### src/sv/atl_pkg.sv
// ---------------------------------------------------------------------------
// atl_pkg
// Token kinds, error causes, scan modes and the token record shared by the
// lexer front end, queue and emitter.
// ---------------------------------------------------------------------------
package atl_pkg;

  localparam int LenW = 7;
  localparam logic [62:0] ValueMax = {63{1'b1}};

  localparam logic [7:0] ChrX     = 8'h78;
  localparam logic [7:0] ChrG     = 8'h67;
  localparam logic [7:0] ChrZero  = 8'h30;
  localparam logic [7:0] ChrUnder = 8'h5f;
  localparam logic [7:0] ChrNl    = 8'h0a;
  localparam logic [7:0] ChrComma = 8'h2c;
  localparam logic [7:0] ChrSpace = 8'h20;
  localparam logic [7:0] ChrTab   = 8'h09;
  localparam logic [7:0] ChrCr    = 8'h0d;
  localparam logic [7:0] ChrFf    = 8'h0c;
  localparam logic [7:0] ChrLa    = 8'h61;
  localparam logic [7:0] ChrUa    = 8'h41;

  localparam logic [23:0] WordMov  = 24'h766f6d;
  localparam logic [31:0] WordZero = 32'h6f72657a;
  localparam logic [23:0] WordHlt  = 24'h746c68;
  localparam logic [23:0] WordSrr  = 24'h727273;

  typedef enum logic [3:0] {
    KIND_NEWLINE = 4'd0,
    KIND_COMMA   = 4'd1,
    KIND_IDENT   = 4'd2,
    KIND_NUMBER  = 4'd3,
    KIND_REG     = 4'd4,
    KIND_MOV     = 4'd5,
    KIND_ZERO    = 4'd6,
    KIND_HLT     = 4'd7,
    KIND_SRR     = 4'd8,
    KIND_ERROR   = 4'd9,
    KIND_END     = 4'd10
  } kind_e;

  typedef enum logic [1:0] {
    CAUSE_NONE     = 2'd0,
    CAUSE_BAD_CHAR = 2'd1,
    CAUSE_TOO_LONG = 2'd2,
    CAUSE_NO_HEX   = 2'd3
  } cause_e;

  typedef enum logic [2:0] {
    MODE_IDLE   = 3'd0,
    MODE_IDENT  = 3'd1,
    MODE_DEC    = 3'd2,
    MODE_HEXPRE = 3'd3,
    MODE_HEX    = 3'd4
  } mode_e;

  typedef struct packed {
    logic             has_tok;
    kind_e            tok_kind;
    logic [3:0]       reg_idx;
    logic [62:0]      value;
    logic             sat;
    logic [LenW-1:0]  len;
    cause_e           cause;
    logic             has_simple;
    kind_e            simple_kind;
    cause_e           simple_cause;
  } tok_rec_t;

endpackage

### src/sv/atl_fifo.sv
// ---------------------------------------------------------------------------
// atl_fifo
// Two-entry queue between the lexer front end and the token emitter.
// ---------------------------------------------------------------------------
module atl_fifo #(
  parameter int Width = 8
) (
  input  logic             clk_i,
  input  logic             rst_ni,
  input  logic             push_i,
  input  logic [Width-1:0] wdata_i,
  input  logic             pop_i,
  output logic [Width-1:0] rdata_o,
  output logic             full_o,
  output logic             empty_o
);

  logic [Width-1:0] mem_q [2];
  logic             wr_ptr_q, wr_ptr_d;
  logic             rd_ptr_q, rd_ptr_d;
  logic [1:0]       cnt_q, cnt_d;

  assign full_o  = cnt_q == 2'd2;
  assign empty_o = cnt_q == 2'd0;
  assign rdata_o = mem_q[rd_ptr_q];

  always_comb begin
    wr_ptr_d = wr_ptr_q ^ push_i;
    rd_ptr_d = rd_ptr_q ^ pop_i;
    cnt_d    = cnt_q + 2'(push_i) - 2'(pop_i);
  end

  always_ff @(posedge clk_i or negedge rst_ni) begin
    if (!rst_ni) begin
      wr_ptr_q <= 1'b0;
      rd_ptr_q <= 1'b0;
      cnt_q    <= 2'd0;
    end else begin
      wr_ptr_q <= wr_ptr_d;
      rd_ptr_q <= rd_ptr_d;
      cnt_q    <= cnt_d;
    end
  end

  always_ff @(posedge clk_i) begin
    if (push_i) begin
      mem_q[wr_ptr_q] <= wdata_i;
    end
  end

endmodule

### src/sv/atl_front.sv
// ---------------------------------------------------------------------------
// atl_front
// Byte classifier and scan state: builds identifiers and numbers and hands
// finished tokens to the queue as one record per transaction.
// ---------------------------------------------------------------------------
module atl_front import atl_pkg::*; #(
  parameter int MaxIdentChars   = 32,
  parameter int MaxNumberDigits = 23
) (
  input  logic                       clk_i,
  input  logic                       rst_ni,
  input  logic                       acc_i,
  input  logic [7:0]                 byte_i,
  input  logic                       eoi_i,
  output logic                       push_o,
  output tok_rec_t                   rec_o,
  output logic [MaxIdentChars*8-1:0] chars_o
);

  localparam int CntW = $clog2(MaxIdentChars + 2);
  localparam int IdxW = $clog2(MaxIdentChars);
  localparam int DigW = $clog2(MaxNumberDigits + 2);

  mode_e                      mode_q, mode_d;
  logic [MaxIdentChars*8-1:0] chars_q, chars_d;
  logic [CntW-1:0]            cnt_q, cnt_d;
  logic [62:0]                acc_q, acc_d;
  logic [DigW-1:0]            dc_q, dc_d;
  logic                       stop_q, stop_d;
  logic                       sat_q, sat_d;
  logic                       reg_ok_q, reg_ok_d;
  logic [4:0]                 regv_q, regv_d;

  logic       is_alpha, is_digit, is_word, is_space, is_hex, is_x;
  logic [3:0] hv;
  logic       cont;
  mode_e      cont_mode, start_mode;
  logic [66:0] prod10;
  logic        ovf10, ovf16;
  logic [7:0]  regv_next;
  tok_rec_t    fin;

  assign is_alpha = (byte_i inside {[8'h61:8'h7a]}) || (byte_i inside {[8'h41:8'h5a]});
  assign is_digit = byte_i inside {[8'h30:8'h39]};
  assign is_word  = is_alpha || is_digit || (byte_i == ChrUnder);
  assign is_space = (byte_i == ChrSpace) || (byte_i == ChrTab) ||
                    (byte_i == ChrCr) || (byte_i == ChrFf);
  assign is_hex   = is_digit || (byte_i inside {[8'h61:8'h66]}) ||
                    (byte_i inside {[8'h41:8'h46]});
  assign is_x     = byte_i == ChrX;

  always_comb begin
    if (is_digit) begin
      hv = 4'(byte_i - ChrZero);
    end else if (byte_i inside {[8'h61:8'h66]}) begin
      hv = 4'(byte_i - ChrLa + 8'd10);
    end else begin
      hv = 4'(byte_i - ChrUa + 8'd10);
    end
  end

  assign prod10 = ({4'b0, acc_q} << 3) + ({4'b0, acc_q} << 1) + 67'(hv);
  assign ovf10  = |prod10[66:63];
  assign ovf16  = |acc_q[62:59];
  assign regv_next = 8'(regv_q) * 8'd10 + 8'(hv);

  always_comb begin
    case (mode_q)
      MODE_IDENT:  cont = is_word;
      MODE_DEC:    cont = (dc_q == '0 && is_x) || is_hex;
      MODE_HEXPRE,
      MODE_HEX:    cont = is_hex;
      default:     cont = 1'b0;
    endcase
  end

  always_comb begin
    if (mode_q == MODE_DEC && dc_q == '0 && is_x) begin
      cont_mode = MODE_HEXPRE;
    end else if (mode_q == MODE_HEXPRE || mode_q == MODE_HEX) begin
      cont_mode = MODE_HEX;
    end else begin
      cont_mode = mode_q;
    end
    if (is_alpha || byte_i == ChrUnder) begin
      start_mode = MODE_IDENT;
    end else if (is_digit) begin
      start_mode = MODE_DEC;
    end else begin
      start_mode = MODE_IDLE;
    end
  end

  // next scan mode
  always_comb begin
    mode_d = mode_q;
    if (acc_i) begin
      if (eoi_i) begin
        mode_d = MODE_IDLE;
      end else if (cont) begin
        mode_d = cont_mode;
      end else begin
        mode_d = start_mode;
      end
    end
  end

  // token that the pending scan state finishes
  always_comb begin
    fin = '0;
    fin.tok_kind = KIND_NEWLINE;
    fin.cause    = CAUSE_NONE;
    fin.simple_kind  = KIND_NEWLINE;
    fin.simple_cause = CAUSE_NONE;
    case (mode_q)
      MODE_IDENT: begin
        fin.has_tok = 1'b1;
        if (cnt_q > CntW'(MaxIdentChars)) begin
          fin.tok_kind = KIND_ERROR;
          fin.cause    = CAUSE_TOO_LONG;
        end else if (cnt_q == CntW'(3) && chars_q[23:0] == WordMov) begin
          fin.tok_kind = KIND_MOV;
        end else if (cnt_q == CntW'(4) && chars_q[31:0] == WordZero) begin
          fin.tok_kind = KIND_ZERO;
        end else if (cnt_q == CntW'(3) && chars_q[23:0] == WordHlt) begin
          fin.tok_kind = KIND_HLT;
        end else if (cnt_q == CntW'(3) && chars_q[23:0] == WordSrr) begin
          fin.tok_kind = KIND_SRR;
        end else if (chars_q[7:0] == ChrG && reg_ok_q && cnt_q >= CntW'(2) &&
                     ((regv_q >= 5'd1 && regv_q <= 5'd15) ||
                      (regv_q == 5'd0 && cnt_q == CntW'(2)))) begin
          fin.tok_kind = KIND_REG;
          fin.reg_idx  = regv_q[3:0];
        end else begin
          fin.tok_kind = KIND_IDENT;
          fin.len      = LenW'(cnt_q);
        end
      end
      MODE_DEC,
      MODE_HEX: begin
        fin.has_tok = 1'b1;
        if (dc_q > DigW'(MaxNumberDigits)) begin
          fin.tok_kind = KIND_ERROR;
          fin.cause    = CAUSE_TOO_LONG;
        end else begin
          fin.tok_kind = KIND_NUMBER;
          fin.value    = acc_q;
          fin.sat      = sat_q;
        end
      end
      MODE_HEXPRE: begin
        fin.has_tok  = 1'b1;
        fin.tok_kind = KIND_ERROR;
        fin.cause    = CAUSE_NO_HEX;
      end
      default: begin
        fin.has_tok = 1'b0;
      end
    endcase
  end

  // scan datapath and record output
  always_comb begin
    chars_d  = chars_q;
    cnt_d    = cnt_q;
    acc_d    = acc_q;
    dc_d     = dc_q;
    stop_d   = stop_q;
    sat_d    = sat_q;
    reg_ok_d = reg_ok_q;
    regv_d   = regv_q;
    rec_o    = fin;
    push_o   = 1'b0;

    if (acc_i && !eoi_i && cont) begin
      case (mode_q)
        MODE_IDENT: begin
          if (cnt_q < CntW'(MaxIdentChars)) begin
            chars_d[cnt_q[IdxW-1:0]*8 +: 8] = byte_i;
          end
          if (cnt_q <= CntW'(MaxIdentChars)) begin
            cnt_d = cnt_q + CntW'(1);
          end
          if (!is_digit) begin
            reg_ok_d = 1'b0;
          end else begin
            regv_d = (regv_next > 8'd16) ? 5'd16 : regv_next[4:0];
          end
        end
        MODE_DEC: begin
          if (is_hex) begin
            if (dc_q <= DigW'(MaxNumberDigits)) begin
              dc_d = dc_q + DigW'(1);
            end
            if (!is_digit) begin
              stop_d = 1'b1;
            end else if (!stop_q) begin
              if (sat_q || ovf10) begin
                acc_d = ValueMax;
                sat_d = 1'b1;
              end else begin
                acc_d = prod10[62:0];
              end
            end
          end
        end
        default: begin
          if (dc_q <= DigW'(MaxNumberDigits)) begin
            dc_d = dc_q + DigW'(1);
          end
          if (sat_q || ovf16) begin
            acc_d = ValueMax;
            sat_d = 1'b1;
          end else begin
            acc_d = {acc_q[58:0], hv};
          end
        end
      endcase
    end else if (acc_i) begin
      cnt_d  = '0;
      acc_d  = '0;
      dc_d   = '0;
      stop_d = 1'b0;
      sat_d  = 1'b0;
      if (eoi_i) begin
        rec_o.has_simple = 1'b1;
        rec_o.simple_kind = KIND_END;
      end else if (is_alpha || byte_i == ChrUnder) begin
        chars_d[7:0] = byte_i;
        cnt_d    = CntW'(1);
        reg_ok_d = 1'b1;
        regv_d   = '0;
      end else if (is_digit) begin
        acc_d = 63'(hv);
        dc_d  = (byte_i == ChrZero) ? '0 : DigW'(1);
      end else if (byte_i == ChrNl) begin
        rec_o.has_simple  = 1'b1;
        rec_o.simple_kind = KIND_NEWLINE;
      end else if (byte_i == ChrComma) begin
        rec_o.has_simple  = 1'b1;
        rec_o.simple_kind = KIND_COMMA;
      end else if (!is_space) begin
        rec_o.has_simple   = 1'b1;
        rec_o.simple_kind  = KIND_ERROR;
        rec_o.simple_cause = CAUSE_BAD_CHAR;
      end
      push_o = rec_o.has_tok || rec_o.has_simple;
    end
  end

  assign chars_o = chars_q;

  always_ff @(posedge clk_i or negedge rst_ni) begin
    if (!rst_ni) begin
      mode_q   <= MODE_IDLE;
      cnt_q    <= '0;
      acc_q    <= '0;
      dc_q     <= '0;
      stop_q   <= 1'b0;
      sat_q    <= 1'b0;
      reg_ok_q <= 1'b0;
      regv_q   <= '0;
    end else begin
      mode_q   <= mode_d;
      cnt_q    <= cnt_d;
      acc_q    <= acc_d;
      dc_q     <= dc_d;
      stop_q   <= stop_d;
      sat_q    <= sat_d;
      reg_ok_q <= reg_ok_d;
      regv_q   <= regv_d;
    end
  end

  always_ff @(posedge clk_i) begin
    chars_q <= chars_d;
  end

endmodule

### src/sv/atl_back.sv
// ---------------------------------------------------------------------------
// atl_back
// Token emitter: expands one queued record into its results, splitting
// identifiers into 8-character chunks, into a registered output stage.
// ---------------------------------------------------------------------------
module atl_back import atl_pkg::*; #(
  parameter int MaxIdentChars = 32
) (
  input  logic                       clk_i,
  input  logic                       rst_ni,
  input  logic                       rec_valid_i,
  input  tok_rec_t                   rec_i,
  input  logic [MaxIdentChars*8-1:0] chars_i,
  output logic                       pop_o,
  output logic                       out_valid_o,
  input  logic                       out_ready_i,
  output kind_e                      kind_o,
  output logic [3:0]                 reg_idx_o,
  output logic [62:0]                value_o,
  output logic                       sat_o,
  output logic [63:0]                chunk_o,
  output logic [5:0]                 len_o,
  output cause_e                     cause_o,
  output logic                       last_o
);

  localparam int NChunks = (MaxIdentChars + 7) / 8;
  localparam int ChW     = (NChunks > 1) ? $clog2(NChunks) : 1;

  logic [NChunks*64-1:0] chars_pad;
  logic [63:0]           chunks [NChunks];
  logic [63:0]           chunk_sel;

  logic            phase_q, phase_d;
  logic [ChW-1:0]  ch_q, ch_d;
  logic            vld_q, vld_d;
  kind_e           kind_q, kind_d;
  logic [3:0]      reg_q, reg_d;
  logic [62:0]     val_q, val_d;
  logic            sat_q, sat_d;
  logic [63:0]     chk_q, chk_d;
  logic [5:0]      len_q, len_d;
  cause_e          cause_q, cause_d;
  logic            last_q, last_d;

  logic            load;
  logic            chunk_last;
  logic [LenW-1:0] len_m1;

  assign chars_pad = (NChunks*64)'(chars_i);

  always_comb begin
    for (int i = 0; i < NChunks; i++) begin
      chunks[i] = chars_pad[i*64 +: 64];
    end
  end

  always_comb begin
    for (int j = 0; j < 8; j++) begin
      chunk_sel[j*8 +: 8] = (LenW'({ch_q, 3'(j)}) < rec_i.len) ?
                            chunks[ch_q][j*8 +: 8] : 8'h00;
    end
  end

  assign len_m1     = rec_i.len - LenW'(1);
  assign chunk_last = ch_q >= ChW'(len_m1 >> 3);
  assign load       = rec_valid_i && (!vld_q || out_ready_i);

  always_comb begin
    phase_d = phase_q;
    ch_d    = ch_q;
    pop_o   = 1'b0;
    vld_d   = vld_q && !out_ready_i;
    kind_d  = kind_q;
    reg_d   = reg_q;
    val_d   = val_q;
    sat_d   = sat_q;
    chk_d   = chk_q;
    len_d   = len_q;
    cause_d = cause_q;
    last_d  = last_q;
    if (load) begin
      vld_d = 1'b1;
      reg_d = '0;
      val_d = '0;
      sat_d = 1'b0;
      chk_d = '0;
      len_d = '0;
      last_d = 1'b1;
      if (rec_i.has_tok && !phase_q) begin
        kind_d  = rec_i.tok_kind;
        reg_d   = rec_i.reg_idx;
        val_d   = rec_i.value;
        sat_d   = rec_i.sat;
        cause_d = rec_i.cause;
        if (rec_i.tok_kind == KIND_IDENT) begin
          chk_d  = chunk_sel;
          len_d  = rec_i.len[5:0];
          last_d = chunk_last;
        end
        if (rec_i.tok_kind != KIND_IDENT || chunk_last) begin
          ch_d = '0;
          if (rec_i.has_simple) begin
            phase_d = 1'b1;
          end else begin
            pop_o = 1'b1;
          end
        end else begin
          ch_d = ch_q + ChW'(1);
        end
      end else begin
        kind_d  = rec_i.simple_kind;
        cause_d = rec_i.simple_cause;
        pop_o   = 1'b1;
        phase_d = 1'b0;
        ch_d    = '0;
      end
    end
  end

  always_ff @(posedge clk_i or negedge rst_ni) begin
    if (!rst_ni) begin
      phase_q <= 1'b0;
      ch_q    <= '0;
      vld_q   <= 1'b0;
    end else begin
      phase_q <= phase_d;
      ch_q    <= ch_d;
      vld_q   <= vld_d;
    end
  end

  always_ff @(posedge clk_i) begin
    kind_q  <= kind_d;
    reg_q   <= reg_d;
    val_q   <= val_d;
    sat_q   <= sat_d;
    chk_q   <= chk_d;
    len_q   <= len_d;
    cause_q <= cause_d;
    last_q  <= last_d;
  end

  assign out_valid_o = vld_q;
  assign kind_o      = kind_q;
  assign reg_idx_o   = reg_q;
  assign value_o     = val_q;
  assign sat_o       = sat_q;
  assign chunk_o     = chk_q;
  assign len_o       = len_q;
  assign cause_o     = cause_q;
  assign last_o      = last_q;

endmodule

### src/sv/assembler_token_lexer.sv
// ---------------------------------------------------------------------------
// assembler_token_lexer
// Byte-stream tokenizer for a small assembler: keywords, registers,
// identifier chunks, saturating decimal/hex numbers and error tokens.
// ---------------------------------------------------------------------------
//  channel   dir  tdata                       tuser          tlast
//  s_axis    in   byte_value                  end_of_input   -
//  m_axis    out  reg/value/sat/chunk/len/err token_kind     last_of_run
//
//  One byte per cycle in while the queue has room; one result per cycle out
//  of the output register while the sink is ready. A record holds a finished
//  token plus one single token, so an identifier of n chars gives ceil(n/8)
//  results plus one when a separator token follows. The two-entry queue sets
//  how long input flows while output stalls. Reset leaves the scan idle.
// ---------------------------------------------------------------------------
module assembler_token_lexer import atl_pkg::*; #(
  parameter int MaxIdentChars   = 32,
  parameter int MaxNumberDigits = 23
) (
  input  logic         clk_i,
  input  logic         rst_ni,
  input  logic         s_axis_tvalid,
  output logic         s_axis_tready,
  input  logic [7:0]   s_axis_tdata,   // [7:0] byte_value
  input  logic [0:0]   s_axis_tuser,   // [0] end_of_input
  output logic         m_axis_tvalid,
  input  logic         m_axis_tready,
  // [3:0] register_index, [66:4] number_value, [67] number_saturated,
  // [131:68] ident_chunk, [137:132] ident_length, [139:138] error_cause
  output logic [143:0] m_axis_tdata,
  output logic [3:0]   m_axis_tuser,   // [3:0] token_kind
  output logic         m_axis_tlast
);

  localparam int CharsW = MaxIdentChars * 8;
  localparam int RecW   = $bits(tok_rec_t);

  logic                  acc;
  logic                  push, pop, full, empty;
  tok_rec_t              rec_in, rec_out;
  logic [CharsW-1:0]     chars_in, chars_out;
  logic [CharsW+RecW-1:0] q_rdata;
  kind_e                 kind;
  logic [3:0]            reg_idx;
  logic [62:0]           value;
  logic                  sat;
  logic [63:0]           chunk;
  logic [5:0]            len;
  cause_e                cause;

  assign s_axis_tready = !full;
  assign acc           = s_axis_tvalid && s_axis_tready;

  atl_front #(
    .MaxIdentChars  (MaxIdentChars),
    .MaxNumberDigits(MaxNumberDigits)
  ) u_front (
    .clk_i  (clk_i),
    .rst_ni (rst_ni),
    .acc_i  (acc),
    .byte_i (s_axis_tdata),
    .eoi_i  (s_axis_tuser[0]),
    .push_o (push),
    .rec_o  (rec_in),
    .chars_o(chars_in)
  );

  atl_fifo #(
    .Width(CharsW + RecW)
  ) u_fifo (
    .clk_i  (clk_i),
    .rst_ni (rst_ni),
    .push_i (push),
    .wdata_i({chars_in, rec_in}),
    .pop_i  (pop),
    .rdata_o(q_rdata),
    .full_o (full),
    .empty_o(empty)
  );

  assign rec_out   = q_rdata[RecW-1:0];
  assign chars_out = q_rdata[CharsW+RecW-1:RecW];

  atl_back #(
    .MaxIdentChars(MaxIdentChars)
  ) u_back (
    .clk_i      (clk_i),
    .rst_ni     (rst_ni),
    .rec_valid_i(!empty),
    .rec_i      (rec_out),
    .chars_i    (chars_out),
    .pop_o      (pop),
    .out_valid_o(m_axis_tvalid),
    .out_ready_i(m_axis_tready),
    .kind_o     (kind),
    .reg_idx_o  (reg_idx),
    .value_o    (value),
    .sat_o      (sat),
    .chunk_o    (chunk),
    .len_o      (len),
    .cause_o    (cause),
    .last_o     (m_axis_tlast)
  );

  assign m_axis_tuser = kind;
  assign m_axis_tdata = {4'b0, cause, len, chunk, sat, value, reg_idx};

endmodule

### config.mk
export PLATFORM = sky130hd
export DESIGN_NAME = assembler_token_lexer
export DESIGN_NICKNAME = d
export VERILOG_FILES = /design/src/sv/atl_pkg.sv /design/src/sv/atl_fifo.sv /design/src/sv/atl_front.sv /design/src/sv/atl_back.sv /design/src/sv/assembler_token_lexer.sv
export SDC_FILE = /design/constraint.sdc
export NUM_CORES = 2
export LEC_CHECK = 0
export ABC_CLOCK_PERIOD_IN_PS = 17200
export BUFFER_PORTS_ARGS = -buffer_cell sky130_fd_sc_hd__buf_4
export CORE_MARGIN = 2
export CORE_UTILIZATION = 50
export DETAILED_ROUTE_END_ITERATION = 8
export GPL_TIMING_DRIVEN = 0
export HOLD_SLACK_MARGIN = 0.08
export MAX_ROUTING_LAYER = met4
export PLACE_DENSITY = 0.7
export RECOVER_POWER = 100
export SKIP_CTS_REPAIR_TIMING = 1
export SLEW_MARGIN = 40
export SYNTH_ARGS = -nofsm -noshare
export SYNTH_HDL_FRONTEND = slang
export SYNTH_HIERARCHICAL = 1
export SYNTH_SLANG_ARGS = --single-unit
### constraint.sdc
create_clock -name clk_i -period 17.2 [get_ports clk_i]
set_input_delay 0.86 -clock clk_i [delete_from_list [all_inputs] [get_ports clk_i]]
set_output_delay 0.86 -clock clk_i [all_outputs]
set_load 0.005 [all_outputs]
==> flow_summary.ini <==
[worst_setup_path]
r2r_slack_ps = 8150
critPathCaptureType = register
critPathMaxFanout = 37
path_class = input pin to register
crit_required_ps = 17580
arrival_ps = 11470
cp-start-kind = input pin

[die]
ios = 164
die_x_um = 334
dieArea_um2 = 112000
start_util_pct = 50.3
chipHeight_um = 334
core_um2 = 109000
num_rows = 121

[detailed_routing]
totalWireLength_um = 141000
post_drt_wl_per_cell_um = 25.6
vias = 32200
viasPerCell = 5.85
drt-pass1-iter-count = 6
first_iter_violations = 3198
antenna_left = 0
drc_errors = 0

[timing]
hold_viol_final = 0
fin_crit_sh_pct = 64.5
rsz0062_at_grt = no
fin_crit_ps = 11090
setup_viol = 0
relSlewSlack_pct = -183
fmax_mhz = 90.1
clock_skew_ps = 38.0
fin_setup_tns_ps = 0
maxSlewViolCount = 724
tightest_slew_ps = 4240
final.setup.worst_slack_ps = 6110

[place]
portBuffers = 156
dpl_cell_area_um2 = 58300
pre_cts_slack_ps = 9530
gp_congestion = 0.932
hpwl_um = 99000

[yosys]
synth_top_area_share_pct = 60.0
synth-async-reset-ratio_pct = 7.85
seq_area_frac_synth_pct = 64.2
avgSynthCellArea_um2 = 14.9
synth_edf_count = 1091
ys_warn_count = 6
synth_area_leaders = edfxtp_1 (60%), mux2_4 (9.3%), dfrtp_1 (4.3%), ha_1 (3.6%), mux4_2 (2.6%)
synth_seq_cells = 1184
syn_area_um2 = 54600
postSynthCellCount = 3674
synth_top_area_cell = edfxtp_1
synth_flop_cell = edfxtp_1
yosysUniqueCellTypes = 99

[power]
total_power_mw = 9.36
peakVddDrop_v = 0.0000954
p_leak_nw = 22.1
power_density_nw_per_um2 = 152

[finish]
utilization_pct = 56.7
nFillCells = 8524
mostFrequentLayoutCell = edfxtp_1
final_cell_mix = edfxtp_1 (1091), nor2_1 (367), mux2_4 (335)
stdcell_area_um2 = 61500
nNetsFinal = 4158
area_growth_pct = 12.7
drive_gt1_share_pct = 20.5

[clocking]
cts_tree = done
clkLatencyLatePin_ps = 710
cts.sinks = 1184
cts.path.max_buffers = 3
clkSlewWorstSetupHoldPaths_ps = 60
cts_htree_levels = 3
numCtsBuffers = 118
cts_root_buf = clkbuf_16

[global_route]
gr-total-overflow = 0
grt_start_max_net_pins = 94
grt_pass1_wl_um = 207000
antenna_found_initial = 6
grt_util_all_layers_pct = 25.7
grt_pass1_vias = 32800

[job]
drv_cap = 23

[status]
violations = capacitance limit, slew limit
status = finished, violations left

[hold_path]
hp-class = register to register
-- through the flow --
| step | hold slack (ps) | instances |
|---|---|---|
| global placement | 422 | 5249 |
| CTS | 178 | 5496 |
| global route | 441 | 5503 |
| finish | 425 | 5505 |
| detailed placement | 430 | 5278 |
| floorplan | 421 | 3679 |
-- worst paths after layout --
path                            depth (start not counted)           startpoint                    to
worst min register to register                          0  u_front/chars_o[57]  u_fifo/mem_q[1][146]
max in group asynchronous                               3               rst_ni       u_fifo/rd_ptr_q
min in group asynchronous                               2               rst_ni      u_front/acc_q[9]
worst min-delay path                                    0  u_front/chars_o[57]  u_fifo/mem_q[1][146]
worst max-delay path                                   17      s_axis_tdata[1]  u_fifo/mem_q[1][326]
worst max register to register                         11    u_front/mode_q[2]  u_fifo/mem_q[1][326]
-- layout make-up --
type / instances / area, um^2 / area share, %
timing repair buffer: 187 / 1310 / 2.12
sequential: 1184 / 35100 / 57.0
multi-input combinational: 2243 / 17900 / 29.0
inverter: 47 / 178 / 0.289
tap: 1414 / 1770 / 2.88
clock buffer: 147 / 3140 / 5.10
clock inverter: 71 / 802 / 1.30
antenna: 7 / 17.5 / 0.0285
buffer: 205 / 1370 / 2.23
-- synth_stat cells, drive strengths merged (52+ instances only) --
master	n
nand2	231
clkbuf	123
nand3	85
o211ai	66
mux2	345
mux4	64
dfrtp	93
nor2	367
edfxtp	1091
ha	155
nor2b	52
and2	167
o21ai	143
buf	82
a21oi	110
-- report_power, final --
group          total, mW  switching, mW  internal, mW
logic               2.69           1.44          1.26
registers           4.05          0.185          3.86
clock network       2.62           1.08          1.54
-- layer usage --
layer  GRT usage, %  vias up  part of all wire, %
li1               -    14500                    -
met1           31.2    16200                   38
met2           43.6     1261                   50
met3           3.63      336                  7.0
met4           10.2        0                  4.3
met5              -        -                    0
-- registers in the layout, summed over array words and instances, names as in the netlist, 2 cells and up --
register          flops
u_back/cause_o        2
u_back/ch_q           2
u_back/chunk_o       64
u_back/kind_o         4
u_back/len_o          6
u_back/reg_idx_o      4
u_back/value_o       63
u_fifo/cnt_q          2
u_fifo/mem_q        690
u_front/acc_q        63
u_front/chars_o     256
u_front/cnt_q         6
u_front/dc_q          5
u_front/mode_q        3
u_front/regv_q        5
-- cell families (layout without fill, tap and decap cells) --
family | Yosys count | count (layout) | synth area share, %
adder cells (fa/ha/maj) | 159 | 159 | 3.70
multiplexers | 412 | 412 | 12.1
flip-flops | 1184 | 1184 | 64.2
XOR/XNOR | 79 | 79 | 1.29
AND/OR/NAND/NOR | 1110 | 1110 | 10.0
AO/OA/AOI/OAI | 476 | 476 | 5.64
buffers and inverters | 252 | 657 | 2.93
other | 2 | 14 | 0.0138
-- worst max-delay path: stages --
cell and delay [ps]:
clkbuf_1 220, clkbuf_1 1010, inv_1 460, ha_1 350
o21bai_1 120, a31o_2 180, clkbuf_1 350, o21ai_0 180
a221oi_1 890, nor2_1 340, clkbuf_1 410, a21oi_1 430
ha_1 930, clkbuf_1 1640, clkbuf_1 950, clkbuf_1 1750
buf_12 320
Power figures use the tool's default switching activity.
